`src/hw/rtl/snll_pkg.sv`:
```
// Shared types and constants for the stereo nonlinear ladder lowpass.
// Holds the sequencer state encoding, register indexes and reset values.
// No dependencies.
`default_nettype none

package snll_pkg;

  // Coefficient registers are unsigned Q4.20
  localparam int unsigned COEF_W    = 24;
  localparam int unsigned COEF_FRAC = 20;
  localparam int unsigned CFG_IDX_W = 3;

  // Register indexes
  localparam logic [CFG_IDX_W-1:0] REG_DRIVE     = 3'd0;
  localparam logic [CFG_IDX_W-1:0] REG_RESONANCE = 3'd1;
  localparam logic [CFG_IDX_W-1:0] REG_STEP      = 3'd2;
  localparam logic [CFG_IDX_W-1:0] REG_INV_VT    = 3'd3;
  localparam logic [CFG_IDX_W-1:0] REG_WET       = 3'd4;
  localparam logic [CFG_IDX_W-1:0] REG_DRY       = 3'd5;

  // Register reset values
  localparam logic [COEF_W-1:0] DRIVE_RST     = 24'd1048576;
  localparam logic [COEF_W-1:0] RESONANCE_RST = 24'd0;
  localparam logic [COEF_W-1:0] STEP_RST      = 24'd78294;
  localparam logic [COEF_W-1:0] INV_VT_RST    = 24'd1680410;
  localparam logic [COEF_W-1:0] WET_RST       = 24'd4194304;
  localparam logic [COEF_W-1:0] DRY_RST       = 24'd0;

  // Sequencer states, one-hot
  typedef enum logic [17:0] {
    ST_IDLE  = 18'h00001,
    ST_DRV   = 18'h00002,
    ST_RES   = 18'h00004,
    ST_ARG   = 18'h00008,
    ST_ARGM  = 18'h00010,
    ST_XSAT  = 18'h00020,
    ST_TSQ   = 18'h00040,
    ST_TNUM  = 18'h00080,
    ST_TDIV0 = 18'h00100,
    ST_TDIV  = 18'h00200,
    ST_TEND  = 18'h00400,
    ST_SPREP = 18'h00800,
    ST_SMUL  = 18'h01000,
    ST_SVOL  = 18'h02000,
    ST_SVMUL = 18'h04000,
    ST_WET   = 18'h08000,
    ST_DRYM  = 18'h10000,
    ST_MIX   = 18'h20000
  } seq_state_e;

endpackage

`default_nettype wire

```
`src/hw/rtl/stereo_nonlinear_ladder_lowpass.sv`:
```
// Stereo four-pole nonlinear ladder lowpass, top level.
// Depends on snll_pkg for state encoding, register indexes and reset values.
//
// Each item is one sample per channel (signed Q4.20 at the default width) and
// yields one filtered, mixed and saturated sample per channel. All products
// and quotients run through one shared multiplier and one restoring divider
// under a sequencer; the block takes one item at a time and in_ready_o is
// high only while it is idle. The tanh approximation divides one quotient bit
// per cycle; a tanh argument at or beyond +-3 skips its division. A finished
// result sits in the output register until taken; the last channel waits in
// its mix step only if the previous result is still pending. Coefficients are
// written through the cfg port with no read-back; the user must write them
// only while idle, as the block itself does not enforce it.
`default_nettype none

module stereo_nonlinear_ladder_lowpass #(
  parameter int unsigned SAMPLE_WIDTH = 24,
  parameter int unsigned CHANNELS     = 2
) (
  input  wire logic                                clk_i,
  input  wire logic                                rst_ni,
  input  wire logic                                cfg_we_i,
  input  wire logic [snll_pkg::CFG_IDX_W-1:0]      cfg_index_i,
  input  wire logic [snll_pkg::COEF_W-1:0]         cfg_data_i,
  input  wire logic                                in_valid_i,
  output logic                                     in_ready_o,
  input  wire logic signed [SAMPLE_WIDTH-1:0]      left_in_i,
  input  wire logic signed [SAMPLE_WIDTH-1:0]      right_in_i,
  output logic                                     out_valid_o,
  input  wire logic                                out_ready_i,
  output logic signed [SAMPLE_WIDTH-1:0]           left_out_o,
  output logic signed [SAMPLE_WIDTH-1:0]           right_out_o
);
  import snll_pkg::*;

  localparam int unsigned SW   = SAMPLE_WIDTH;
  localparam int unsigned FRAC = SW - 4;
  localparam int unsigned BW   = (SW + 3 > COEF_W + 1) ? SW + 3 : COEF_W + 1;
  localparam int unsigned PW   = SW + BW;
  localparam int unsigned AW   = PW + 1;
  localparam int unsigned QB   = FRAC + 1;
  localparam int unsigned DW   = FRAC + 7;
  localparam int unsigned RW   = 2 * FRAC + 7;
  localparam int unsigned X2W  = FRAC + 4;
  localparam int unsigned CNTW = $clog2(QB);
  localparam int unsigned NST  = CHANNELS * 4;
  localparam int unsigned IW   = $clog2(NST);

  localparam logic signed [AW-1:0] DMAX = {{(AW-SW+1){1'b0}}, {(SW-1){1'b1}}};
  localparam logic signed [AW-1:0] DMIN = ~DMAX;
  localparam logic signed [SW-1:0] THREE = SW'(3) <<< FRAC;
  localparam logic [SW+1:0]        K27  = (SW+2)'(27) << FRAC;
  localparam logic [QB-1:0]        Q_ONE = QB'(1) << FRAC;
  localparam logic [CNTW-1:0]      CNT_LAST = CNTW'(QB - 1);

  function automatic logic signed [SW-1:0] sat(input logic signed [AW-1:0] v);
    logic signed [SW-1:0] r;
    if (v > DMAX) r = DMAX[SW-1:0];
    else if (v < DMIN) r = DMIN[SW-1:0];
    else r = v[SW-1:0];
    return r;
  endfunction

  seq_state_e state_q, state_d;

  // Coefficient registers
  logic [COEF_W-1:0] drive_q, res_q, step_q, inv_q, wet_q, dry_q;

  // Stage state per channel and stage
  logic signed [SW-1:0] volt_q  [NST];
  logic signed [SW-1:0] slope_q [NST];
  logic signed [SW-1:0] tanh_q  [NST];

  // Datapath registers
  logic signed [SW-1:0] in0_q, in1_q, x_q, drv_q, tq_q, lres_q;
  logic signed [AW-1:0] acc_q;
  logic signed [PW-1:0] p_q;
  logic [DW-1:0]        den_q;
  logic [RW-1:0]        rem_q, dsr_q;
  logic [QB-1:0]        q_q;
  logic                 neg_q;
  logic [CNTW-1:0]      cnt_q;
  logic                 ch_q, phase_arg_q;
  logic [1:0]           k_q;
  logic                 out_valid_q;
  logic signed [SW-1:0] out_l_q, out_r_q;

  // Combinational helpers
  logic [1:0]           sel_k;
  logic [IW-1:0]        idx;
  logic signed [SW-1:0] in_sel, v_rd, s_rd, t_rd;
  logic signed [SW-1:0] mul_a;
  logic signed [BW-1:0] mul_b;
  logic signed [AW-1:0] p_shift;
  logic signed [SW-1:0] p_sat;
  logic [X2W-1:0]       x2;
  logic signed [PW-1:0] p_neg;
  logic                 div_ge;
  logic signed [SW-1:0] tval;
  logic signed [SW:0]   drv_sum;
  logic signed [SW-1:0] s_new, v_new;
  logic signed [SW-1:0] mix_val;
  logic                 last_ch, out_free;

  assign in_ready_o  = (state_q == ST_IDLE);
  assign out_valid_o = out_valid_q;
  assign left_out_o  = out_l_q;
  assign right_out_o = out_r_q;

  // Select entry: the last stage while forming feedback, else the current stage
  always_comb begin
    sel_k = k_q;
    if (state_q == ST_DRV || state_q == ST_RES) sel_k = 2'd3;
  end
  assign idx    = IW'({ch_q, sel_k});
  assign in_sel = ch_q ? in1_q : in0_q;
  assign v_rd   = volt_q[idx];
  assign s_rd   = slope_q[idx];
  assign t_rd   = tanh_q[idx];

  // Product scaling and saturation
  assign p_shift = AW'(p_q >>> COEF_FRAC);
  assign p_sat   = sat(p_shift);
  assign x2      = p_q[FRAC +: X2W];
  assign p_neg   = -p_q;
  assign div_ge  = (rem_q >= dsr_q);
  assign tval    = neg_q ? -SW'(q_q) : SW'(q_q);
  assign drv_sum = (k_q == 2'd0) ? -((SW+1)'(tq_q) + (SW+1)'(t_rd))
                                 : (SW+1)'(tq_q) - (SW+1)'(t_rd);
  assign s_new   = p_sat;
  assign v_new   = sat(AW'(v_rd) + AW'(s_new) + AW'(s_rd));
  assign mix_val = sat(acc_q + p_shift);
  assign last_ch = (ch_q == 1'(CHANNELS - 1));
  assign out_free = !out_valid_q || out_ready_i;

  // Shared multiplier operand selection
  always_comb begin
    mul_a = '0;
    mul_b = '0;
    unique case (state_q)
      ST_DRV:   begin mul_a = in_sel; mul_b = BW'(drive_q); end
      ST_RES:   begin mul_a = v_rd;   mul_b = BW'(res_q);   end
      ST_ARGM:  begin mul_a = x_q;    mul_b = BW'(inv_q);   end
      ST_TSQ:   begin mul_a = x_q;    mul_b = BW'(x_q);     end
      ST_TNUM:  begin mul_a = x_q;    mul_b = BW'(K27 + (SW+2)'(x2)); end
      ST_SMUL:  begin mul_a = drv_q;  mul_b = BW'(step_q);  end
      ST_SVMUL: begin mul_a = v_rd;   mul_b = BW'(inv_q);   end
      ST_WET:   begin mul_a = v_rd;   mul_b = BW'(wet_q);   end
      ST_DRYM:  begin mul_a = in_sel; mul_b = BW'(dry_q);   end
      default:  begin mul_a = '0;     mul_b = '0;           end
    endcase
  end

  // Next state
  always_comb begin
    state_d = state_q;
    unique case (state_q)
      ST_IDLE:  if (in_valid_i) state_d = ST_DRV;
      ST_DRV:   state_d = ST_RES;
      ST_RES:   state_d = ST_ARG;
      ST_ARG:   state_d = ST_ARGM;
      ST_ARGM:  state_d = ST_XSAT;
      ST_XSAT:  state_d = ST_TSQ;
      ST_TSQ:   state_d = (x_q >= THREE || x_q <= -THREE) ? ST_TEND : ST_TNUM;
      ST_TNUM:  state_d = ST_TDIV0;
      ST_TDIV0: state_d = ST_TDIV;
      ST_TDIV:  if (cnt_q == '0) state_d = ST_TEND;
      ST_TEND:  state_d = (!phase_arg_q && k_q == 2'd3) ? ST_WET : ST_SPREP;
      ST_SPREP: state_d = ST_SMUL;
      ST_SMUL:  state_d = ST_SVOL;
      ST_SVOL:  state_d = ST_SVMUL;
      ST_SVMUL: state_d = ST_XSAT;
      ST_WET:   state_d = ST_DRYM;
      ST_DRYM:  state_d = ST_MIX;
      ST_MIX: begin
        if (!last_ch) state_d = ST_DRV;
        else if (out_free) state_d = ST_IDLE;
      end
      default:  state_d = ST_IDLE;
    endcase
  end

  // Control and stage state
  always_ff @(posedge clk_i or negedge rst_ni) begin
    if (!rst_ni) begin
      state_q     <= ST_IDLE;
      drive_q     <= DRIVE_RST;
      res_q       <= RESONANCE_RST;
      step_q      <= STEP_RST;
      inv_q       <= INV_VT_RST;
      wet_q       <= WET_RST;
      dry_q       <= DRY_RST;
      ch_q        <= 1'b0;
      k_q         <= 2'd0;
      phase_arg_q <= 1'b1;
      cnt_q       <= '0;
      out_valid_q <= 1'b0;
      for (int i = 0; i < NST; i++) begin
        volt_q[i]  <= '0;
        slope_q[i] <= '0;
        tanh_q[i]  <= '0;
      end
    end else begin
      state_q <= state_d;

      // Write coefficients; unknown indexes drop
      if (cfg_we_i) begin
        unique case (cfg_index_i)
          REG_DRIVE:     drive_q <= cfg_data_i;
          REG_RESONANCE: res_q   <= cfg_data_i;
          REG_STEP:      step_q  <= cfg_data_i;
          REG_INV_VT:    inv_q   <= cfg_data_i;
          REG_WET:       wet_q   <= cfg_data_i;
          REG_DRY:       dry_q   <= cfg_data_i;
          default:       ;
        endcase
      end

      // Raise valid when the last channel finishes, drop it once taken
      if (state_q == ST_MIX && last_ch && out_free) out_valid_q <= 1'b1;
      else if (out_valid_q && out_ready_i) out_valid_q <= 1'b0;

      unique case (state_q)
        ST_IDLE: begin
          if (in_valid_i) begin
            ch_q        <= 1'b0;
            phase_arg_q <= 1'b1;
          end
        end
        ST_TDIV: cnt_q <= cnt_q - CNTW'(1);
        ST_TDIV0: cnt_q <= CNT_LAST;
        ST_TEND: begin
          if (phase_arg_q) begin
            phase_arg_q <= 1'b0;
            k_q         <= 2'd0;
          end else begin
            tanh_q[idx] <= tval;
            if (k_q != 2'd3) k_q <= k_q + 2'd1;
          end
        end
        ST_SVOL: begin
          volt_q[idx]  <= v_new;
          slope_q[idx] <= s_new;
        end
        ST_MIX: begin
          if (!last_ch) begin
            ch_q        <= 1'b1;
            phase_arg_q <= 1'b1;
          end
        end
        default: ;
      endcase
    end
  end

  // Datapath registers
  always_ff @(posedge clk_i) begin
    p_q <= mul_a * mul_b;
    unique case (state_q)
      ST_IDLE: begin
        if (in_valid_i) begin
          in0_q <= left_in_i;
          in1_q <= right_in_i;
        end
      end
      ST_RES:  acc_q <= p_shift;
      ST_ARG:  x_q <= sat(acc_q + p_shift);
      ST_XSAT: x_q <= p_sat;
      ST_TSQ: begin
        q_q   <= Q_ONE;
        neg_q <= x_q[SW-1];
      end
      ST_TNUM: den_q <= DW'(K27) + (DW'(x2) << 3) + DW'(x2);
      ST_TDIV0: begin
        neg_q <= p_q[PW-1];
        rem_q <= p_q[PW-1] ? p_neg[RW-1:0] : p_q[RW-1:0];
        dsr_q <= RW'(den_q) << (QB - 1);
        q_q   <= '0;
      end
      ST_TDIV: begin
        if (div_ge) rem_q <= rem_q - dsr_q;
        q_q   <= {q_q[QB-2:0], div_ge};
        dsr_q <= dsr_q >> 1;
      end
      ST_TEND:  tq_q <= tval;
      ST_SPREP: drv_q <= drv_sum[SW-1:0];
      ST_DRYM:  acc_q <= p_shift;
      ST_MIX: begin
        if (!last_ch) begin
          lres_q <= mix_val;
        end else if (out_free) begin
          out_l_q <= (CHANNELS > 1) ? lres_q : mix_val;
          out_r_q <= (CHANNELS > 1) ? mix_val : '0;
        end else begin
          // Hold the mixed value while the previous result is pending
          acc_q <= AW'(mix_val);
        end
      end
      default: ;
    endcase
  end

endmodule

`default_nettype wire

```
`config.mk`:
```
export PLATFORM = sky130hd
export DESIGN_NAME = stereo_nonlinear_ladder_lowpass
export DESIGN_NICKNAME = d
export VERILOG_FILES = /design/src/hw/rtl/snll_pkg.sv /design/src/hw/rtl/stereo_nonlinear_ladder_lowpass.sv
export SDC_FILE = /design/constraint.sdc
export NUM_CORES = 2
export LEC_CHECK = 0
export ABC_CLOCK_PERIOD_IN_PS = 13500
export BUFFER_PORTS_ARGS = -buffer_cell sky130_fd_sc_hd__buf_4
export CORE_MARGIN = 8
export CORE_UTILIZATION = 30
export DETAILED_ROUTE_END_ITERATION = 6
export GPL_TIMING_DRIVEN = 1
export PLACE_DENSITY = 0.41
export SLEW_MARGIN = 20
export SYNTH_ARGS = -nofsm -noshare
export SYNTH_HDL_FRONTEND = slang
export SYNTH_SLANG_ARGS = --single-unit
```
`constraint.sdc`:
```
create_clock -name clk_i -period 13.5 [get_ports clk_i]
set_input_delay 0.675 -clock clk_i [delete_from_list [all_inputs] [get_ports clk_i]]
set_output_delay 0.675 -clock clk_i [all_outputs]
set_load 0.05 [all_outputs]
```
==> After elaboration in Yosys (flattened, before gate mapping) <==
Index checks and enable logic that the tools add are counted.
{ "op_classes": {"add_sub_neg": 14, "bitwise": 3, "eq_ne": 32, "mul": 1, "muxes": 53, "n_reduce_logical": 43, "magnitude_cmp": 11} }
{ "op_table": {"columns": ["op", "count"], "rows": [
  ["$bwmux W192", 3],
  ["$mux W24", 16],
  ["$pmux W18 S17", 1],
  ["$bmux W24 S3", 3],
  ["$pmux W27 S8", 1],
  ["$pmux W47 S2", 2],
  ["$mux W52", 2],
  ["$pmux W52 S2", 1],
  ["$pmux W24 S4", 1],
  ["$mux W47", 2],
  ["$demux W24 S3", 1],
  ["$mux W18", 4],
  ["$pmux W21 S3", 1],
  ["$add A52 B31 Y52", 1],
  ["$gt A52 B24 Y1 const B", 1],
  ["$lt A52 B24 Y1 const B", 1],
  ["$mul A24 B27 Y51", 1],
  ["$pmux W24 S2", 1],
  ["$ge A47 B47 Y1", 1],
  ["$neg A47 Y47", 1],
  ["$sub A47 B47 Y47", 1],
  ["$gt A31 B24 Y1 const B", 1],
  ["$lt A31 B24 Y1 const B", 1],
  ["$add A25 B27 Y27 const A", 1],
  ["other kinds (61)", 108]
]} }
{ "totals": {"word_cells": 208, "reg_bits": 1186, "input_bits": 80, "out_inout_bits": 50} }

==> Logic depth before layout (Yosys ltp) <==
{ "depth": {"ltp_word": 13, "depth_mapped": 39, "ltp_nobuf": 35} }

==> Worst setup path after synthesis <==
No wires, ideal clock.
{ "synth_timing": {"path_type": "register -> register", "startpoint": "reg state_q[10]", "endpoint": "reg p_q[47]", "period_less_slack_ns": 9.722, "n_path_buf": 2, "setup_slack_ns": 3.778, "path_stages_with_launch": 33, "arrival_time_ns": 9.650, "required_ns": 13.428, "setup_ns": 0.072, "path_cell_list": "dfrtp_1 > nor4_1 > nand4_1 > nor3_1 > nand4b_1 > clkinv_1 > clkbuf_1 > a22oi_1 > nand4_1 > clkbuf_1 > nand2_1 > fa_1 > inv_1 > fa_1 > inv_1 > fa_1 > fa_1 > inv_1 > fa_1 > fa_1 > inv_1 > fa_1 > inv_1 > ha_1 > a21o_1 > a21o_1 > a21oi_1 > nand2_1 > o41ai_1 > o21ai_0 > a31o_2 > a311oi_1 > xnor2_1"} }
{ "synth_between": {"elab_chain_len": 9, "word_cells_on_any_way": 22, "cone_classes": "mul: 1; eq/ne: 9; mux: 6; bitwise: 1; reduce/logical: 5"} }
{ "synth_lines": {"columns": ["item", "line", "source"], "rows": [
  ["start, declared", "stereo_nonlinear_ladder_lowpass.sv:64", "seq_state_e state_q, state_d;"],
  ["start signal, assigned", "stereo_nonlinear_ladder_lowpass.sv:204", "state_q <= state_d;"],
  ["$eq A18 B2 Y1 or $eq A18 B3 Y1 (tied branches)", "stereo_nonlinear_ladder_lowpass.sv:113, stereo_nonlinear_ladder_lowpass.sv:140", null],
  ["$logic_or A1 B1 Y1", "stereo_nonlinear_ladder_lowpass.sv:113", "if (state_q == ST_DRV || state_q == ST_RES) sel_k = 2'd3;"],
  ["$mux W2", "stereo_nonlinear_ladder_lowpass.sv:113", null],
  ["$not A3 Y4 (implied by the code)", "stereo_nonlinear_ladder_lowpass.sv:117", "assign v_rd = volt_q[idx];"],
  ["$bmux W24 S3", "stereo_nonlinear_ladder_lowpass.sv:117", null],
  ["$mux W24 (implied by the code) (2 in a row)", "stereo_nonlinear_ladder_lowpass.sv:117", null],
  ["$pmux W24 S4", "stereo_nonlinear_ladder_lowpass.sv:140", "unique case (state_q)"],
  ["$mul A24 B27 Y51 *", "stereo_nonlinear_ladder_lowpass.sv:258", "p_q <= mul_a * mul_b;"],
  ["end signal, assigned", "stereo_nonlinear_ladder_lowpass.sv:258", null],
  ["end, declared", "stereo_nonlinear_ladder_lowpass.sv:77", "logic signed [PW-1:0] p_q;"]
]} }
Mark *: on every way between the ends. The rest lies on a longest branch, timed or not. The select of a mux whose other input is x is not followed.
A chain may end at the register's enable or synchronous reset.

==> Final worst setup path <==
{ "layout_timing": {"startpoint": "reg state_q[6]", "endpoint": "reg p_q[47]"} }
Same word-level chain as after synthesis.

==> implementation parameters <==
Parameter                              Value

Run status
  Run status    complete, but fails checks
  Violations in the final reports    design-rule violations

Setup path
  Arrival time worst endpoint    about 13 ns
  Reg2reg path depth    33
  Type of destination of the critical path    register
  RR Endpoint    p_q[47]
  Critical path fanouts, max    31
  Data required, critical path    14.21 ns
  Slowest cell on crit path    o41ai_1
  Critical path type    register to register
  Setup crit start kind    register
  Source of the worst register-to-register timing path    state_q[6]
  Slowest Stage Delay on Critical Path    a little over 1 ns
  Cell with the most instances on the worst path    fa_1
  Setup slack of the most critical reg-to-reg path    ~1.5 ns

Clock network
  Buffers from clock root to sink, at most    4
  Root Buffer Master    clkbuf_16
  Clock latency of the later-clocked register in the worst-skew pair    about 0.85 ns
  Number of H-tree branching levels    4
  Clk sink count    between 1000 and 1500
  Clock Pin Slew Worst Setup and Hold Paths    roughly 0.060 ns
  Number of cells upsized or downsized after cts    0
  Number of buffers created by CTS    roughly 160
  Clock tree from TritonCTS    yes

Timing
  Post-route worst setup slack    about 1.5 ns
  Setup TNS    0 ns
  Post-layout min period    between 10 and 15 ns
  Slew Viols, Final    0
  Peak Freq    ~83 MHz
  RSZ-0062 raised after global routing    false
  Total count of hold-check failures in the final report    0
  Final setup violation count    0
  Transition at the pin with the smallest max-transition slack    1.24 ns
  Worst slew margin relative to its limit    0.160
  Clock tree skew after final layout    0.0774 ns
  Period Utilization, post-route    0.888

Final layout
  Most frequent standard cell in the layout excluding fill and tap cells    nand2_1
  Fraction of final layout cells sized beyond drive strength 1    0.104
  Total Nets Final    9624
  Most frequent cells in the layout    nand2_1 (1222), inv_1 (951), o21ai_0 (775), dfrtp_1 (723), fa_1 (703)
  Final non-filler cell total    about 12000
  Syn-to-layout area delta    13.7%
  Post-layout instance area    93200 sq um

Global routing
  Overflow left after global routing    0
  Largest net degree at the start of global routing    about 170
  First-pass GRT wire length    around 440000 microns
  GRT Overall Usage    0.199
  Antenna violations before repair    21
  Vias in the first global route    between 60000 and 70000

Die
  Total Die Area    between 200000 and 300000 sq um
  Number of standard-cell rows in the floorplan    between 150 and 200
  Floorplan core area    between 200000 and 300000 sq um
  Die Span X    around 540 microns
  Ports placed on the boundary    130
  Die H    539 microns
  Effective utilization at floorplan    0.300

Route
  Remaining DRCs    10
  Antenna violation net count after detailed routing    0
  First-pass DRT Iterations    7
  Number of DRC markers after the initial detailed-route iteration    approximately 4500
  Routed len/inst    between 20 and 25 microns
  Routed wire length    roughly 300000 microns
  Total via count after detailed routing    around 62000
  Detail-routed via count per cell    just over 5

Place
  Global placer's final weighted congestion    approximately 0.89
  Total half-perimeter wirelength after legalization and detailed placement    approximately 220000 microns
  Count of input and output buffers    roughly 130
  Placed Cells incl. Taps    about 12000
  Worst setup timing slack at the placement stage    between 1.5 and 2 ns
  Area after DPL    just under 90000 sq um

Synthesis
  Post-synthesis instance area    roughly 80000 sq um
  Post-synthesis register bit count    approximately 1200
  Number of library cell types mapped by synthesis    91
  Async S/R FF share, synth    0.642
  Commonest register cell after synthesis    dfrtp_1
  Number of standard cells after synthesis    roughly 8400
  Total of warnings raised by yosys    0
  Number of enable flip-flop cells after synthesis    roughly 370
  Post-synthesis sequential area ratio    0.375
  Post-synth net total    around 9500
  Average size of a mapped cell    roughly 10 sq um

Job
  Number of max-cap violations    0

Power and ir drop
  Total Power Consumption    around 12 mW
  IR drop worst, VDD    approximately 0.099 mV
  Static leakage    just over 40 nW
  Power per Cell Area    approximately 120 nW/um^2

Min path
  Beginning of the worst hold path    left_in_i[22]
  HP Class    primary input to register
  Hold Crit Endpoint    in0_q[22]
  Hold Path Depth    1
[report_power, final]
| part | leakage (nW) | internal [mW] | switching, mW |
|---|---|---|---|
| Clock | 2.48 | 2.49 | 1.64 |
| Sequential | 13.8 | 3.86 | 0.103 |
| Combinational | 25.0 | 0.964 | 2.52 |
| Total | 41.3 | 7.31 | 4.27 |
[state kept, by name, summed over array words and instances (netlist names), 27 cells and up]
register and cells:
dsr_q 47, acc_q 31, slope_q 192, p_q 51
den_q 27, rem_q 47, tanh_q 192, volt_q 192
[metal layers]
layer	part of all wire	up-vias	track usage
met3	0.050	386	0.0289
li1	-	28400	-
met4	0.035	4	0.0639
met1	0.47	31600	0.281
met2	0.45	1521	0.314
met5	0.000091	-	0
[cell type report]
type                            instances  area (sq um)
Fill cell                           27800        179000
Timing Repair Buffer                  363          2860
Antenna cell                            9          22.5
Inverter                              959          3600
Tap cell                             3589          4490
Clock buffer                          229          4630
Clock inverter                         45           428
Sequential cell                      1165         30800
Multi-Input combinational cell       5812         46400
[worst max-delay path, delay by kind of cell (launching register included)]
kind / cells / cell delay (ns)
adders and majority gates: 8 / 4.00
xor gates and xnor gates: 1 / 0.15
AOI/OAI and AO/OA: 9 / 2.94
and+or+nand+nor: 9 / 3.03
DFF: 1 / 0.47
buffers and inverters: 6 / 1.23
[cell usage after synthesis, types with 23 or more instances]
cell / instances / area, sq um
o221ai_1: 35 / 307
ha_1: 384 / 4800
xnor2_1: 175 / 1530
nor3_1: 66 / 330
a211oi_1: 43 / 323
inv_1: 952 / 3570
buf_2: 27 / 135
and2_1: 79 / 494
o21ai_1: 28 / 140
xor2_1: 91 / 797
o21ai_0: 776 / 3880
nor2b_1: 57 / 357
buf_1: 32 / 120
a222oi_1: 44 / 440
or2_2: 23 / 144
fa_1: 703 / 14100
and3_1: 26 / 163
edfxtp_1: 366 / 11000
a221oi_1: 38 / 333
nand3_1: 58 / 290
a22oi_1: 76 / 571
dfxtp_1: 51 / 1020
nand2_1: 1230 / 4620
and4_1: 28 / 245
nand2b_1: 60 / 375
mux2i_1: 104 / 1040
nor4_1: 26 / 163
clkbuf_1: 361 / 1360
o31ai_1: 28 / 210
o22ai_1: 96 / 601
o21a_1: 24 / 180
o21bai_1: 41 / 308
nor2_1: 523 / 1960
a21o_1: 69 / 518
a31oi_1: 25 / 156
dfrtp_1: 726 / 18200
nand4_1: 44 / 275
a21oi_1: 350 / 1750
mux2_2: 213 / 2400
[how the worst max path moves through the flow]
stage          cells past startpoint   startpoint  slack [ns]      end
2_1_floorplan                     32  state_q[10]        3.78  p_q[47]
4_1_cts                           35   state_q[6]        1.70  p_q[42]
3_3_place_gp                      32   state_q[6]        1.89  p_q[47]
3_5_place_dp                      35   state_q[6]        1.80  p_q[42]
5_1_grt                           36   state_q[6]        1.07  p_q[46]
6_report                          33   state_q[6]        1.51  p_q[47]
[metrics by stage]
stage	hold slack (ns)	util
3_5_place_dp	0.405	0.322
4_1_cts	0.00892	0.342
6_report	0.0726	0.342
2_1_floorplan	0.379	-
5_1_grt	0.0233	0.342
3_3_place_gp	0.403	0.322
[timing repair]
action | 4_1_cts | 5_1_grt
hold buffers | 32 | 0
buffers inserted | 0 | 0
endpoints found under the hold margin | 138 | 0
[cell families (layout without fill, tap and decap cells)]
group / count (synthesis) / count (layout) / share of synthesized area
fa+ha+maj: 1087 / 1087 / 0.230
simple gates: 2312 / 2312 / 0.124
flops: 1165 / 1165 / 0.375
mux: 317 / 317 / 0.0420
xor+xnor: 266 / 266 / 0.0284
buf+inv: 1380 / 1596 / 0.0637
compound gates: 1830 / 1830 / 0.136
other cells: 0 / 9 / 0
Note: power is estimated with default switching activity, not from simulation.
